<file path="config.mk">
export PLATFORM = sky130hd
export DESIGN_NAME = skt_cell
export DESIGN_NICKNAME = d
export VERILOG_FILES = /design/src/skt_pkg.sv /design/src/skt_cell.sv
export SDC_FILE = /design/constraint.sdc
export NUM_CORES = 1
export LEC_CHECK = 0
export ABC_AREA = 1
export BUFFER_PORTS_ARGS = -buffer_cell sky130_fd_sc_hd__buf_2
export CORE_AREA = 2 2 189 191
export CTS_CLUSTER_SIZE = 30
export DETAILED_ROUTE_END_ITERATION = 16
export DIE_AREA = 0 0 191 193
export PLACE_DENSITY = 0.58
export SETUP_SLACK_MARGIN = 0.4
export SYNTH_ARGS = -nofsm -noshare
export SYNTH_HDL_FRONTEND = slang
export SYNTH_SLANG_ARGS = --single-unit
</file>
<file path="constraint.sdc">
create_clock -name clk -period 9.6 [get_ports clk]
set_clock_uncertainty 0.1 [all_clocks]
set_input_delay 1.92 -clock clk [delete_from_list [all_inputs] [get_ports clk]]
set_output_delay 1.92 -clock clk [all_outputs]
set_load 0.1 [all_outputs]
</file>
<file path="src/skt_pkg.sv">
// Shared types and constants for the sorted key table.
// Used by skt_cell and sorted_key_table; depends on nothing else.
`timescale 1ns / 1ps
`default_nettype none

package skt_pkg;

    localparam int CAPACITY = 16;
    localparam int CNT_W    = $clog2(CAPACITY + 1);
    localparam int KEY_W    = 32;
    localparam int PAY_W    = 64;
    localparam int SLOT_W   = 5;
    localparam int STAT_W   = 2;
    localparam int CMD_W    = 2;
    localparam int IN_DATA_W  = KEY_W + PAY_W;
    localparam int OUT_RAW_W  = SLOT_W + KEY_W + PAY_W;
    localparam int OUT_DATA_W = ((OUT_RAW_W + 7) / 8) * 8;
    localparam int OUT_USER_W = STAT_W + 1;

    typedef enum logic [CMD_W-1:0] {
        CMD_INSERT = 2'd0,
        CMD_FIND   = 2'd1,
        CMD_SCAN   = 2'd2,
        CMD_NONE   = 2'd3
    } cmd_t;

    typedef enum logic [STAT_W-1:0] {
        STAT_OK    = 2'd0,
        STAT_DUP   = 2'd1,
        STAT_FULL  = 2'd2,
        STAT_EMPTY = 2'd3
    } status_t;

    typedef enum logic [1:0] {
        CELL_HOLD,
        CELL_INSERT,
        CELL_ROTATE
    } cell_op_t;

    typedef enum logic {
        ST_IDLE,
        ST_SCAN
    } state_t;

    typedef struct packed {
        logic [KEY_W-1:0] key;
        logic [PAY_W-1:0] payload;
    } entry_t;

    // broadcast to every cell of the chain
    typedef struct packed {
        cell_op_t op;
        entry_t   item;
    } cell_ctl_t;

endpackage : skt_pkg

`default_nettype wire

</file>
<file path="src/skt_cell.sv">
// One slot of the sorted table: holds an entry, compares it with the probe key
// and takes data from a neighbour on insert or scan rotation. Uses skt_pkg.
`timescale 1ns / 1ps
`default_nettype none

module skt_cell
    import skt_pkg::*;
(
    input  wire logic      clk,
    input  wire cell_ctl_t ctl,
    input  wire logic      valid,       // slot lies below the fill count
    input  wire logic      prev_lt,     // lower neighbour holds a smaller key
    input  wire entry_t    prev_entry,
    input  wire logic      next_valid,
    input  wire entry_t    next_entry,
    input  wire entry_t    head_entry,
    output entry_t         entry,
    output logic           lt,
    output logic           eq
);

    entry_t entry_reg;
    entry_t entry_next;

    assign entry = entry_reg;
    assign lt    = valid && (entry_reg.key < ctl.item.key);
    assign eq    = valid && (entry_reg.key == ctl.item.key);

    always_comb
    begin
        entry_next = entry_reg;
        case (ctl.op)
            CELL_INSERT:
            begin
                // below the insertion point: hold; at it: store; above: move up
                if (prev_lt && !lt)
                begin
                    entry_next = ctl.item;
                end
                else if (!prev_lt)
                begin
                    entry_next = prev_entry;
                end
            end
            CELL_ROTATE:
            begin
                // the top valid slot wraps round to the head
                if (next_valid)
                begin
                    entry_next = next_entry;
                end
                else if (valid)
                begin
                    entry_next = head_entry;
                end
            end
            default:
            begin
                entry_next = entry_reg;
            end
        endcase
    end

    always_ff @(posedge clk)
    begin
        entry_reg <= entry_next;
    end

endmodule : skt_cell

`default_nettype wire

</file>
==> reports/qor.txt <==
Most used cell, CP = nand2_1
Die ar. = 0.0369 sq mm
Number of register bits inferred by synthesis = 96
Share of layout cells above drive strength 1 = 32.5%
Vias post-DR = 8944
Register area share after synthesis = 37.7%
Clock slew at reported path FFs = 0.08 ns
Placed Cells incl. Taps = 2043
Nets = 2015
Crit path arrival time = 4.13 ns
Number of diodes = 0
Initial antenna violation count = 1
Largest register FFs = 96
Critical Path Source Type = primary input
Critical path's slowest cell = nand2_4
Synthesized Nets = 1582
Vias in the first global route = 8628
Final ANT Viol Nets = 0
Hold violation count in the final report = 0
Crit-path max FO = 46
Unrepaired setup endpoints after global routing = no
Hpwl dp = 23600 um
Rows = 69
Peak VDD IR = 76.0 uV
FILL cells = 3953
CP Data Required Time = 7.58 ns
Starting Density = 21.9%
Final worst path period share = 64.1%
Setup TNS = 0 ns
Synth-to-Final Area Change = 39.7%
Core Region = 0.0350 sq mm
Max-Cap Viols = 0
Post-Syn Area = 0.00764 sq mm
Design area = 0.0107 sq mm
Die W = 191 um
Drt wl/cell = 15.2 um
Slew margin rel. = 20.8%
Routed vias/inst = 4.34
FF+latch area = 0.00288 sq mm
Num CTS Buffers = 9
Congestion Overflow GR = 0
DR iter-0 viols = 318
Netlist cell types = 23
H-tree depth = 3
Post-CTS Setup Bufs = 0
CP top delay family = simple AND/OR/NAND/NOR gates
Synth Warn # = 0
Status = complete, no violations
Crit-path cells = buf_2, inv_1, ha_1, nand2_1, nor2_1, nand2_1, nor2_1, nand2_1, nand2_4, inv_1, buf_2
Post-synthesis instance total = 1160
Leakage = 6.12 nW
Fin crit period = 6.15 ns
Non-filler cells, final = 2059
Io pins = 488
Post-DP Area = 0.0104 sq mm
TritonCTS clock tree = yes
CP peak stage delay = 0.46 ns
GPL Wtd Cong = 0.929
CP endpoint kind = output port
Max Slew Vio Count = 0
WS Path Type = primary input to output port
First-pass GRT wire length = 46500 um
Worst Path Buf+Inv = 4
PwrDens = 145 mW/mm^2
Final WL = 31300 um
Setup Viol. Count Final = 0
Total track usage = 16.3%
TritonRoute pass-1 iters = 5
Syn avg cell area = 6.59 sq um
R2R Setup Slk = 5.31 ns
Hold WS = 1.45 ns
Drt drc = 0
Hold Path Class = register to register
Bufs on Longest Clock Path = 2
Post-cts resize count = 0
Worst Tran Pin Value = 1.19 ns
Cts hold-fix bufs = 0
Fmax = 163 MHz
Clock Tree Root = clkbuf_16
Largest net degree at the start of global routing = 97
Die H = 193 um
Area of the multi-input gates = 0.00367 sq mm
Clock Sinks = 96
Port Buffers = 487
Worst-Skew Late Latency = 0.35 ns
-- area by class of cell --
| type | instances | area share (%) |
|---|---|---|
| clock buffers | 9 | 2.11 |
| clock inverters | 7 | 0.434 |
| inverters | 207 | 7.29 |
| multi-input cells | 784 | 34.3 |
| flip-flops and latches | 96 | 27.0 |
| well taps | 461 | 5.40 |
| repair buffers | 495 | 23.4 |
-- worst reg2reg max path: stages, from the launching register on --
cell      delay (ns)
edfxtp_1        0.50
ha_1            0.34
nand2_1         0.08
nor2_1          0.14
nand2_1         0.09
nor2_1          0.36
nand2_1         0.16
nand2_4         0.46
inv_1           0.13
nand2_1         0.09
nand2_1         0.11
o21ai_4         0.07
buf_4           0.50
buf_4           0.71
-- report_power, final --
group / internal [W] / leakage, nW / switching [W]
registers: 0.000518 / 0.918 / 0.0000154
logic: 0.000157 / 5.07 / 0.000503
clock network: 0.000176 / 0.131 / 0.000173
total: 0.000851 / 6.12 / 0.000692
-- metal layers --
metal  up-vias  wire length, um  global-route usage (%)
met5         -                0                       0
met4         0              849                    6.08
met3        31             2100                    3.38
met2       362            15200                    28.4
met1      4034            13200                    19.9
li1       4517                -                       -
-- through the flow --
step	setup slack, ns	utilization, %	total power, W
finish	3.45	30.5	0.00154
global route	3.31	30.5	0.00163
CTS	3.40	30.5	0.00157
detailed placement	3.41	29.8	0.00121
global placement	3.44	29.8	0.00120
floorplan	1.98	-	0.00103
-- cells by family (layout without fill, tap and decap cells) --
| kind of cell | count (synthesis) | after routing | share of synthesized area, % |
|---|---|---|---|
| flip-flops | 96 | 96 | 37.7 |
| AO/OA/AOI/OAI | 111 | 111 | 7.35 |
| buffers and inverters | 280 | 718 | 14.6 |
| AND/OR/NAND/NOR | 641 | 641 | 35.1 |
| adder cells (fa/ha/maj) | 32 | 32 | 5.24 |
-- Yosys cell counts --
cell	number	area share, %
nand3_1	193	13
o21ai_0	86	5.6
nor3_2	1	0.13
nand2_1	233	11
o21ai_1	13	0.85
nand2_2	1	0.082
nor4_1	1	0.082
a21oi_1	10	0.65
a21oi_2	1	0.11
buf_2	17	1.1
nand4_1	2	0.16
nand3b_1	1	0.098
inv_1	204	10
clkbuf_1	44	2.2
nand2_4	1	0.15
nand3_2	1	0.13
a21o_1	1	0.098
buf_1	6	0.29
nor2_1	207	10
buf_6	6	0.88
inv_2	3	0.15
edfxtp_1	96	38
ha_1	32	5.2
-- placed cells by master (no fill, tap or decap) --
master | Yosys | routed
a21oi_2 | 1 | 1
edfxtp_1 | 96 | 96
nor2_1 | 207 | 207
o21ai_0 | 86 | 85
nand3_2 | 1 | 1
o21ai_4 | 0 | 1
nand3b_1 | 1 | 1
buf_2 | 17 | 485
o21ai_1 | 13 | 13
nand3_1 | 193 | 193
nor4_1 | 1 | 1
a21oi_1 | 10 | 10
inv_6 | 0 | 1
nand4_1 | 2 | 2
clkinv_2 | 0 | 2
clkinvlp_4 | 0 | 1
inv_1 | 204 | 204
ha_1 | 32 | 32
nor3_2 | 1 | 1
clkbuf_16 | 0 | 9
nand2_4 | 1 | 3
clkinv_1 | 0 | 2
clkinv_4 | 0 | 2
buf_4 | 0 | 10
inv_2 | 3 | 2
nand2_1 | 233 | 232
a21o_1 | 1 | 1
-- worst paths after layout --
check                   end  startpoint  depth (start not counted)
hold / removal    entry[81]   entry[86]                          8
setup / recovery         lt     ctl[95]                         11
hold reg to reg   entry[81]   entry[86]                          8
setup reg to reg  entry[32]   entry[95]                         13
Power figures use the tool's default switching activity.
